### config.mk
export PLATFORM = sky130hd
export DESIGN_NAME = template_string_matcher
export DESIGN_NICKNAME = d
export VERILOG_FILES = /design/src/rtl/tsm_pkg.sv /design/src/rtl/template_string_matcher.sv
export SDC_FILE = /design/constraint.sdc
export NUM_CORES = 1
export LEC_CHECK = 0
export BUFFER_PORTS_ARGS = -buffer_cell sky130_fd_sc_hd__buf_2
export CORE_ASPECT_RATIO = 0.6
export CORE_MARGIN = 2
export CORE_UTILIZATION = 35
export DETAILED_ROUTE_END_ITERATION = 10
export SYNTH_ARGS = -nofsm -noshare
export SYNTH_HDL_FRONTEND = slang
export SYNTH_SLANG_ARGS = --single-unit
export TNS_END_PERCENT = 10
### constraint.sdc
create_clock -name clock -period 11.35 [get_ports clock]
set_input_delay 1.135 -clock clock [delete_from_list [all_inputs] [get_ports clock]]
set_output_delay 1.135 -clock clock [all_outputs]
set_load 0.02 [all_outputs]
### src/rtl/tsm_pkg.sv
// package: beat types, codes and constants of the template string matcher
`default_nettype none
package tsm_pkg;

   // program and register geometry
   localparam int STEPS_MAX    = 16;
   localparam int LEN_BITS_DEF = 16;
   localparam int STEP_W       = 5;
   localparam int CSR_ADDR_W   = 5;
   localparam int CSR_DATA_W   = 64;

   localparam logic [7:0] CHAR_ZERO = 8'h30;
   localparam logic [7:0] CHAR_NINE = 8'h39;

   typedef enum logic [1:0] {
      STEP_END    = 2'd0,
      STEP_FIXED  = 2'd1,
      STEP_NUMBER = 2'd2,
      STEP_DELIM  = 2'd3
   } step_kind_type;

   typedef enum logic [1:0] {
      RES_NUMBER  = 2'd0,
      RES_FIELD   = 2'd1,
      RES_VERDICT = 2'd2
   } res_kind_type;

   typedef enum logic [1:0] {
      REG_STEP_KINDS = 2'd0,
      REG_CHARS_LOW  = 2'd1,
      REG_CHARS_HIGH = 2'd2
   } reg_index_type;

   typedef enum logic [1:0] {
      ST_IDLE,
      ST_RUN,
      ST_END,
      ST_VERDICT
   } state_type;

   typedef struct packed {
      logic [7:0] data_byte;
      logic       has_byte;
      logic       last_byte;
   } req_payload_type;

   typedef struct packed {
      logic [1:0]  kind;
      logic [3:0]  step_number;
      logic [63:0] number_value;
      logic [15:0] field_start;
      logic [15:0] field_length;
      logic        matched;
      logic        final_res;
   } rsp_payload_type;

endpackage
`default_nettype wire

### src/rtl/template_string_matcher.sv
// top level: template string matcher, one program step per cycle barring stalls
//
//  channel  | ports                                   | beat
//  ---------+-----------------------------------------+------------------------------
//  req      | req_valid, req_ready, req_payload       | one byte of the string
//  rsp      | rsp_valid, rsp_ready, rsp_payload       | one number, field or verdict
//  csr      | csr_psel/penable/pwrite/paddr/pwdata... | 64-bit register at 8*index
//
//  a byte is accepted, then visits the program steps in turn (usually one,
//  more where a number step ends and hands the byte on); after the last
//  byte each number step left emits its number, the walk stops at the end
//  step (first marking a failing fixed or field step) and the verdict follows.
//  the rate is set by the single step evaluator walking the program.
//  reset is synchronous, active high; it clears the program and match state.
//  a result waits in the output register; the sequencer stalls only when
//  it must emit a new result while that register is still full.
`default_nettype none
module template_string_matcher #(
   parameter int MAX_STEPS = tsm_pkg::STEPS_MAX,
   parameter int LEN_BITS  = tsm_pkg::LEN_BITS_DEF
) (
   input  wire                              clock,
   input  wire                              reset,
   // byte input
   input  wire                              req_valid,
   output logic                             req_ready,
   input  tsm_pkg::req_payload_type         req_payload,
   // results
   output logic                             rsp_valid,
   input  wire                              rsp_ready,
   output tsm_pkg::rsp_payload_type         rsp_payload,
   // register port
   input  wire                              csr_psel,
   input  wire                              csr_penable,
   input  wire                              csr_pwrite,
   input  wire  [tsm_pkg::CSR_ADDR_W-1:0]   csr_paddr,
   input  wire  [tsm_pkg::CSR_DATA_W-1:0]   csr_pwdata,
   output logic [tsm_pkg::CSR_DATA_W-1:0]   csr_prdata,
   output logic                             csr_pready
);
   import tsm_pkg::*;

   // program registers
   logic [31:0]          kinds_ff;
   logic [63:0]          chars_lo_ff;
   logic [63:0]          chars_hi_ff;

   // match state
   state_type            state_ff, state_in;
   logic [STEP_W-1:0]    step_ff, step_in;
   logic [63:0]          acc_ff, acc_in;
   logic [LEN_BITS-1:0]  pos_ff, pos_in;
   logic [LEN_BITS-1:0]  fbeg_ff, fbeg_in;
   logic                 failed_ff, failed_in;

   // latched beat
   logic [7:0]           byte_ff, byte_in;
   logic                 last_ff, last_in;

   // output register
   logic                 rsp_valid_ff, rsp_valid_in;
   rsp_payload_type      rsp_ff, rsp_in;

   // step evaluator
   logic                 csr_wr;
   reg_index_type        csr_idx;
   logic                 req_fire;
   logic                 slot_free;
   logic                 step_past;
   logic [3:0]           step_idx;
   step_kind_type        step_kind;
   logic [127:0]         chars_all;
   logic [7:0]           step_char;
   logic                 char_hit;
   logic                 is_digit;
   logic [63:0]          acc_digit;
   logic [LEN_BITS-1:0]  pos_inc;
   logic                 pos_max;
   logic                 emit_en;
   rsp_payload_type      num_res, field_res, verdict_res;

   // ---------------- register port ----------------
   assign csr_pready = 1'b1;
   assign csr_idx    = reg_index_type'(csr_paddr[4:3]);
   assign csr_wr     = csr_psel && csr_penable && csr_pwrite && csr_pready;

   always_comb begin
      case (csr_idx)
         REG_STEP_KINDS: csr_prdata = {32'd0, kinds_ff};
         REG_CHARS_LOW:  csr_prdata = chars_lo_ff;
         REG_CHARS_HIGH: csr_prdata = chars_hi_ff;
         default:        csr_prdata = '0;
      endcase
   end

   always_ff @(posedge clock) begin
      if (reset) begin
         kinds_ff    <= '0;
         chars_lo_ff <= '0;
         chars_hi_ff <= '0;
      end else if (csr_wr) begin
         case (csr_idx)
            REG_STEP_KINDS: kinds_ff    <= csr_pwdata[31:0];
            REG_CHARS_LOW:  chars_lo_ff <= csr_pwdata;
            REG_CHARS_HIGH: chars_hi_ff <= csr_pwdata;
            default: ;
         endcase
      end
   end

   // ---------------- step decode ----------------
   // a step index at or past the program length behaves as an end step
   assign step_past = step_ff >= STEP_W'(MAX_STEPS);
   assign step_idx  = step_ff[3:0];
   assign step_kind = step_past ? STEP_END : step_kind_type'(kinds_ff[2*step_idx +: 2]);
   assign chars_all = {chars_hi_ff, chars_lo_ff};
   assign step_char = chars_all[8*step_idx +: 8];
   assign char_hit  = byte_ff == step_char;
   assign is_digit  = (byte_ff >= CHAR_ZERO) && (byte_ff <= CHAR_NINE);

   // acc * 10 + digit as shift-add, wraps modulo 2^64
   assign acc_digit = (acc_ff << 3) + (acc_ff << 1) + {56'd0, byte_ff - CHAR_ZERO};

   assign pos_inc   = pos_ff + LEN_BITS'(1);
   assign pos_max   = &pos_ff;

   // results the sequencer may load into the output register
   always_comb begin
      num_res              = '0;
      num_res.kind         = RES_NUMBER;
      num_res.step_number  = step_idx;
      num_res.number_value = acc_ff;

      field_res              = '0;
      field_res.kind         = RES_FIELD;
      field_res.step_number  = step_idx;
      field_res.field_start  = 16'(fbeg_ff);
      field_res.field_length = 16'(LEN_BITS'(pos_ff - fbeg_ff));

      verdict_res           = '0;
      verdict_res.kind      = RES_VERDICT;
      verdict_res.matched   = !failed_ff;
      verdict_res.final_res = 1'b1;
   end

   // output register can take a new result this cycle
   assign slot_free = !rsp_valid_ff || rsp_ready;

   assign req_ready = state_ff == ST_IDLE;
   assign req_fire  = req_valid && req_ready;

   // ---------------- sequencer ----------------
   always_comb begin
      state_in     = state_ff;
      step_in      = step_ff;
      acc_in       = acc_ff;
      pos_in       = pos_ff;
      fbeg_in      = fbeg_ff;
      failed_in    = failed_ff;
      byte_in      = byte_ff;
      last_in      = last_ff;
      rsp_in       = rsp_ff;
      rsp_valid_in = rsp_valid_ff && !rsp_ready;
      emit_en      = 1'b0;

      case (state_ff)
         ST_IDLE: begin
            if (req_fire) begin
               byte_in  = req_payload.data_byte;
               last_in  = req_payload.last_byte;
               state_in = req_payload.last_byte ? ST_END : ST_IDLE;
               if (req_payload.has_byte) begin
                  if (pos_max) begin
                     // overlong string, position saturates
                     failed_in = 1'b1;
                  end else if (failed_ff) begin
                     pos_in = pos_inc;
                  end else begin
                     state_in = ST_RUN;
                  end
               end
            end
         end

         ST_RUN: begin
            case (step_kind)
               STEP_END: begin
                  failed_in = 1'b1;
                  pos_in    = pos_inc;
                  state_in  = last_ff ? ST_END : ST_IDLE;
               end
               STEP_FIXED: begin
                  if (char_hit) begin
                     step_in = step_ff + STEP_W'(1);
                     fbeg_in = pos_inc;
                  end else begin
                     failed_in = 1'b1;
                  end
                  pos_in   = pos_inc;
                  state_in = last_ff ? ST_END : ST_IDLE;
               end
               STEP_NUMBER: begin
                  if (is_digit) begin
                     acc_in   = acc_digit;
                     pos_in   = pos_inc;
                     state_in = last_ff ? ST_END : ST_IDLE;
                  end else if (slot_free) begin
                     // number ends, same byte goes on to the next step
                     emit_en = 1'b1;
                     rsp_in  = num_res;
                     acc_in  = '0;
                     step_in = step_ff + STEP_W'(1);
                     fbeg_in = pos_ff;
                  end
               end
               STEP_DELIM: begin
                  if (!char_hit) begin
                     pos_in   = pos_inc;
                     state_in = last_ff ? ST_END : ST_IDLE;
                  end else if (slot_free) begin
                     emit_en  = 1'b1;
                     rsp_in   = field_res;
                     step_in  = step_ff + STEP_W'(1);
                     fbeg_in  = pos_inc;
                     pos_in   = pos_inc;
                     state_in = last_ff ? ST_END : ST_IDLE;
                  end
               end
               default: ;
            endcase
         end

         ST_END: begin
            // remaining steps run with no data
            if (failed_ff || (step_kind == STEP_END)) begin
               state_in = ST_VERDICT;
            end else if (step_kind == STEP_NUMBER) begin
               if (slot_free) begin
                  emit_en = 1'b1;
                  rsp_in  = num_res;
                  acc_in  = '0;
                  step_in = step_ff + STEP_W'(1);
                  fbeg_in = pos_ff;
               end
            end else begin
               failed_in = 1'b1;
            end
         end

         ST_VERDICT: begin
            if (slot_free) begin
               emit_en   = 1'b1;
               rsp_in    = verdict_res;
               step_in   = '0;
               acc_in    = '0;
               pos_in    = '0;
               fbeg_in   = '0;
               failed_in = 1'b0;
               state_in  = ST_IDLE;
            end
         end

         default: state_in = ST_IDLE;
      endcase

      if (emit_en) begin
         rsp_valid_in = 1'b1;
      end
   end

   always_ff @(posedge clock) begin
      if (reset) begin
         state_ff     <= ST_IDLE;
         step_ff      <= '0;
         acc_ff       <= '0;
         pos_ff       <= '0;
         fbeg_ff      <= '0;
         failed_ff    <= 1'b0;
         rsp_valid_ff <= 1'b0;
      end else begin
         state_ff     <= state_in;
         step_ff      <= step_in;
         acc_ff       <= acc_in;
         pos_ff       <= pos_in;
         fbeg_ff      <= fbeg_in;
         failed_ff    <= failed_in;
         rsp_valid_ff <= rsp_valid_in;
      end
   end

   // payload registers, no reset needed
   always_ff @(posedge clock) begin
      byte_ff <= byte_in;
      last_ff <= last_in;
      rsp_ff  <= rsp_in;
   end

   assign rsp_valid   = rsp_valid_ff;
   assign rsp_payload = rsp_ff;

   // ---------------- checks ----------------
   // a new result is loaded only when the output register is free
   a_no_overwrite: assert property (@(posedge clock) disable iff (reset)
      emit_en |-> (!rsp_valid_ff || rsp_ready))
      else $error("result loaded over a pending beat");

   // the verdict returns the match state to its reset values
   a_verdict_clears: assert property (@(posedge clock) disable iff (reset)
      (emit_en && (state_ff == ST_VERDICT)) |=>
         (step_ff == '0) && (pos_ff == '0) && (acc_ff == '0) && !failed_ff
         && (state_ff == ST_IDLE))
      else $error("state not cleared after verdict");

   // only the verdict carries final_res, and no other result sets matched
   a_verdict_shape: assert property (@(posedge clock) disable iff (reset)
      rsp_valid_ff |-> ((rsp_ff.kind == RES_VERDICT) == rsp_ff.final_res)
         && (rsp_ff.final_res || !rsp_ff.matched))
      else $error("malformed result beat");

   // bytes are taken only between items
   a_accept_idle: assert property (@(posedge clock) disable iff (reset)
      (state_ff == ST_RUN) |-> !req_ready)
      else $error("byte accepted while a step is running");

endmodule
`default_nettype wire

# Word-level counts from Yosys, hierarchy flattened

Index checks and enable logic that the tools add are counted.

ROM bits: 0
Input port bits: 86
Register bits after elaboration: 378
Memories kept: 0
Bits in latches: 0
RAM bits: 0
Logic and storage cells: 162

Equality and inequality tests: 30
Add/subtract/negate cells: 6
Mux-type cells: 74
Bitwise logic cells: 0
Multipliers: 0
Reductions and logical operators: 28
Shift operators: 2
$lt $le $gt $ge: 3
Div/mod/pow operators: 0

Operators by type and width:

| kind                                           | number |
|---|---|
| 2-to-1 mux 104 bit                             | 7 |
| case mux 64 bit (3 select lines)               | 2 |
| 2-to-1 mux 64 bit                              | 5 |
| case mux 104 bit (3 select lines)              | 1 |
| 2-to-1 mux 16 bit                              | 14 |
| case mux 104 bit (2 select lines)              | 1 |
| case mux 16 bit (3 select lines)               | 4 |
| variable part select 128 x 8 -> 8 bit          | 1 |
| adder 64 bit                                   | 1 |
| adder 64 x 8 -> 64 bit                         | 1 |
| 2-to-1 mux 5 bit                               | 7 |
| AND reduction 8 bit                            | 4 |
| variable part select 32 x 6 -> 2 bit           | 1 |
| case mux 5 bit (3 select lines)                | 2 |
| 2-to-1 mux 2 bit                               | 12 |
| != test 3 bit (second input constant)          | 7 |
| adder 16 x 1 -> 16 bit (second input constant) | 1 |
| AND reduction 16 bit                           | 1 |
| subtractor 16 bit                              | 1 |
| != test 2 bit (second input constant)          | 7 |
| 2-to-1 mux 1 bit                               | 13 |
| == test 2 bit (second input constant)          | 5 |
| AND reduction 9 bit                            | 1 |
| == test 8 bit                                  | 1 |
| other kinds (24)                               | 43 |

# Logic depth before layout (Yosys ltp)

Depth in word-level cells: 7
Gate-level depth with buffers: 21

# Worst setup path before layout

OpenSTA, ideal clock, no wires.

Kind: flip-flop to flip-flop
Start point: register step_ff[0]
End point: register rsp_ff (netlist bit rsp_payload[0]) (enable)
Path slack: 2.833 ns
Data arrival time: 7.916 ns
Library setup time: 0.601 ns
Stages on the path, launching flop included: 13
Buffers on the path: 5
Cell sequence: dfxtp_1 buf_6 buf_6 buf_1 mux4_2 a211oi_1 a211o_1 inv_1 ha_1 clkbuf_1 clkbuf_1 a21o_1 a21oi_1

Word-level cells in the longest chain between the ends: 6
Elaborated cells between the ends (all ways): 16

RTL lines:

| what                                                                                          | RTL line                       | source |
|---|---|---|
| start, declared                                                                               | template_string_matcher.sv:50  | `logic [STEP_W-1:0] step_ff, step_in;` |
| start signal, assigned                                                                        | template_string_matcher.sv:282 | `step_ff <= step_in;` |
| parallel branches: the longest is 5 deep, another holds variable part select 128 x 8 -> 8 bit | n/a                            |  |
| AND reduction 8 bit (no source line) *                                                        | n/a                            |  |
| end signal, assigned                                                                          | template_string_matcher.sv:295 | `rsp_ff <= rsp_in;` |
| end, declared                                                                                 | template_string_matcher.sv:62  | `rsp_payload_type rsp_ff, rsp_in;` |

Mark *: on every way between the ends.
A chain may end at the register's enable or synchronous reset.

# Worst setup path in the final report

Start point: register byte_ff[4]
End point: register acc_ff[62]

Word-level cells in the longest chain between the ends: 5
Elaborated cells between the ends (all ways): 8

RTL lines:

| what                                                               | RTL line                                                       | source |
|---|---|---|
| start, declared                                                    | template_string_matcher.sv:57                                  | `logic [7:0] byte_ff, byte_in;` |
| start signal, assigned                                             | template_string_matcher.sv:293                                 | `byte_ff <= byte_in;` |
| subtractor 8 x 6 -> 8 bit, or another cell as far along            | template_string_matcher.sv:122                                 | `assign acc_digit = (acc_ff << 3) + (acc_ff << 1) + {56'd0, byte_ff - CHAR_ZERO};` |
| adder 64 x 8 -> 64 bit / logical AND 1 bit (equally long branches) | template_string_matcher.sv:122, template_string_matcher.sv:119 |  |
| 2-to-1 mux 64 bit *                                                | template_string_matcher.sv:203                                 | `if (is_digit) begin` |
| 2-to-1 mux 64 bit *                                                | template_string_matcher.sv:186                                 | `case (step_kind)` |
| case mux 64 bit (3 select lines) *                                 | template_string_matcher.sv:166                                 | `case (state_ff)` |
| end signal, assigned                                               | template_string_matcher.sv:283                                 | `acc_ff <= acc_in;` |
| end, declared                                                      | template_string_matcher.sv:51                                  | `logic [63:0] acc_ff, acc_in;` |

Every way passes the cells marked *; elsewhere a longest branch is shown, timed or not. The select of a mux whose other input is x is not followed.

==> flow_metrics.env <==
export IMPL_synth_edf_count=113
export IMPL_crit_required_ns=11.82
export IMPL_reg2reg_from="byte_ff[4]"
export IMPL_ir_worst_vdd_v=0.0000898
export IMPL_netlist_area_um2=22400
export IMPL_combPwrFrac_pct=9.4
export IMPL_swShare_pct=26.8
export IMPL_finalMaxSlewViolations=0
export IMPL_die_w_um=330
export IMPL_clock_root_buffer="clkbuf_16"
export IMPL_dieArea_um2=66000
export IMPL_first_pass_iters=9
export IMPL_layout_nets=3028
export IMPL_worst_slew_pin_slew_ns=1.19
export IMPL_globalplace_congestion=0.943
export IMPL_layout_commonest_cell="nand2_1"
export IMPL_syn_instance_count=2650
export IMPL_cp_num_buf_inv=0
export IMPL_max_freq_mhz=176
export IMPL_post_drt_wl_per_cell_um=21.6
export IMPL_min_path_type="flip-flop to flip-flop"
export IMPL_path_depth=14
export IMPL_rr_worst_depth=14
export IMPL_crit_family="compound AO/OA/AOI/OAI gates"
export IMPL_track_usage_pct=23.3
export IMPL_finalSetupViolations=0
export IMPL_ys_warnings_count=0
export IMPL_dp_hpwl_mm=57.0
export IMPL_critPathLaunchType="flip-flop"
export IMPL_start_util_pct=35.5
export IMPL_outcome="finished, violations left"
export IMPL_syn_mean_instance_area_um2=8.44
export IMPL_whs_ns=0.451
export IMPL_io_buffers=252
export IMPL_tns_ns=0
export IMPL_fillCellCount=6276
export IMPL_num_vias=21000
export IMPL_crit_type="flip-flop to flip-flop"
export IMPL_cap_violations=0
export IMPL_ctsHoldBuffers=0
export IMPL_hold_violations=0
export IMPL_num_rows=71
export IMPL_vias_per_cell=5.73
export IMPL_cts_tree="yes"
export IMPL_ys_flop_type="dfxtp_1"
export IMPL_crit_slowest_cell="a2111oi_0"
export IMPL_grt_pass1_vias=18900
export IMPL_worst_path_largest_cell_delay_ns=1.10
export IMPL_power_density_nw_per_um2=125
export IMPL_pwr_share_clk_pct=44.3
export IMPL_crit_path_max_fanout=6
export IMPL_arrival_ns=6.17
export IMPL_dp_cells=3590
export IMPL_p_leak_nw=10.3
export IMPL_power_share_sequential_pct=46.3
export IMPL_die_y_um=200
export IMPL_grt_start_max_net_pins=111
export IMPL_power_switching_w=0.000857
export IMPL_final_antenna_net_count=0
export IMPL_cts_max_level=2
export IMPL_layout_drive_gt1_share_pct=14.8
export IMPL_synth_cell_types=76
export IMPL_design_core_area_um2=62900
export IMPL_cts_sinks=378
export IMPL_cts_max_path_buffers=3
export IMPL_postRouteWirelength_mm=79.3
export IMPL_relSlewSlack_pct=18.8
export IMPL_finalClockSkew_ns=0.0152
export IMPL_num_io_pins=257
export IMPL_gr_total_overflow=0
export IMPL_violations="DRC"
export IMPL_area_growth_pct=14.8
export IMPL_cts_buffers=41
export IMPL_clock_latency_ns=0.58
export IMPL_endpoint_kind="flip-flop"
export IMPL_r2r_setup_slack_ns=5.66
export IMPL_crit_start="byte_ff[4]"
export IMPL_path_cells="ha_1, xnor2_1, fa_1, ha_1, o21ai_0, o21ai_0, o211a_1, o311ai_1, a2111oi_0, o21ai_1, a41oi_1, a31oi_1, xnor2_1, a22o_1"
export IMPL_timing_rr_end="acc_ff[62]"
export IMPL_clk_pin_slew_ns=0.06
export IMPL_p_int_w=0.00234
export IMPL_period_share_pct=50.2
export IMPL_final_util_pct=40.8
export IMPL_cts_resized=0
export IMPL_rsz0062_at_grt="false"
export IMPL_post_cts_buffers=0
export IMPL_drc_errors=10
export IMPL_antenna_found_initial=11
export IMPL_final_cell_mix="nand2_1, a21oi_1, dfxtp_1, buf_2, o21ai_0"
export IMPL_ys_ff_latch=378
export IMPL_yosysSeqAreaShare_pct=38.9
export IMPL_endpoint="acc_ff[62]"
export IMPL_fin_crit_ns=5.69
export IMPL_drt_iter0_drc=2639
export IMPL_synth_net_count=2884
export IMPL_async_reset_ff_share_pct=0
export IMPL_layout_cells_non_filler=3676
export IMPL_grt_first_pass_wirelength_mm=118
-- final cells by class --
type,count,area [µm²],area share (%)
antenna,10,25.0,0.0975
clock inverter,20,171,0.668
multi-input combinational,2049,12800,50.0
inverter,43,161,0.629
sequential,378,8700,33.9
tap,839,1050,4.09
clock buffer,56,1240,4.83
timing repair buffer,281,1490,5.79
-- power by group through the flow --
stage          Sequential (W)  Combinational [W]  Clock (W)
2_1_floorplan         0.00155           0.000141          0
3_3_place_gp          0.00151           0.000295          0
3_5_place_dp          0.00151           0.000299          0
4_1_cts               0.00148           0.000299    0.00145
5_1_grt               0.00149           0.000321    0.00150
6_report              0.00148           0.000300    0.00142
-- worst min-delay path by stage --
stage / startpoint / to / slack (ns) / depth (start not counted)
6_report: fbeg_ff[6] / fbeg_ff[6] / 0.45 / 2
5_1_grt: fbeg_ff[4] / fbeg_ff[4] / 0.47 / 2
4_1_cts: fbeg_ff[6] / fbeg_ff[6] / 0.46 / 2
3_5_place_dp: fbeg_ff[6] / fbeg_ff[6] / 0.44 / 2
3_3_place_gp: fbeg_ff[13] / fbeg_ff[13] / 0.44 / 2
2_1_floorplan: fbeg_ff[10] / fbeg_ff[10] / 0.43 / 2
-- stage by stage --
step | total power (W) | instance area (µm²) | setup slack [ns]
finish | 0.00320 | 25700 | 5.66
global route | 0.00331 | 25700 | 5.61
CTS | 0.00324 | 25600 | 5.93
detailed placement | 0.00181 | 24200 | 5.96
global placement | 0.00181 | 24200 | 5.97
floorplan | 0.00169 | 22400 | 2.83
-- routing by layer --
layer | GRT usage [%] | routed length, µm | part of all wire [%] | up-vias
met3 | 5.23 | 7940 | 10 | 98
met4 | 5.31 | 1510 | 1.9 | 4
li1 | - | - | - | 9773
met2 | 31.5 | 31300 | 39 | 992
met1 | 36.9 | 38500 | 49 | 10200
met5 | 0 | 23 | 0.029 | -
-- flip-flops by register name, summed over array words and instances (netlist names) --
name         cells
state_ff         2
acc_ff          64
fbeg_ff         16
pos_ff          16
rsp_valid        1
chars_lo_ff     64
kinds_ff        32
last_ff          1
byte_ff          8
chars_hi_ff     64
rsp_payload    104
failed_ff        1
step_ff          5
-- kinds of logic after synthesis --
family	share of synthesized area, %
buffers and inverters	4.01
AOI/OAI and AO/OA	20.9
other	0.0168
and+or+nand+nor	17.9
muxes	6.64
xor gates and xnor gates	3.02
adders and majority gates	8.52
DFF	38.9
-- Yosys cell counts (35+ instances only) --
cell type	n	area (µm²)
edfxtp_1	113	3390
xnor2_1	41	359
o21ai_0	156	781
dfxtp_1	265	5310
nand3_1	35	175
xor2_1	36	315
a22o_1	47	412
nand2_1	624	2340
a22oi_1	43	323
ha_1	141	1760
nor2_1	135	507
mux2i_1	53	531
inv_1	42	158
clkbuf_1	151	567
a21o_1	45	338
a21oi_1	354	1770
-- worst register-to-register path: stages, from the launching register on --
cell       delay [ns]
edfxtp_1         0.45
ha_1             0.27
xnor2_1          0.31
fa_1             0.48
ha_1             0.40
o21ai_0          0.14
o21ai_0          0.17
o211a_1          0.20
o311ai_1         0.20
a2111oi_0        1.10
o21ai_1          0.37
a41oi_1          0.77
a31oi_1          0.31
xnor2_1          0.21
a22o_1           0.21
Power figures use the tool's default switching activity.
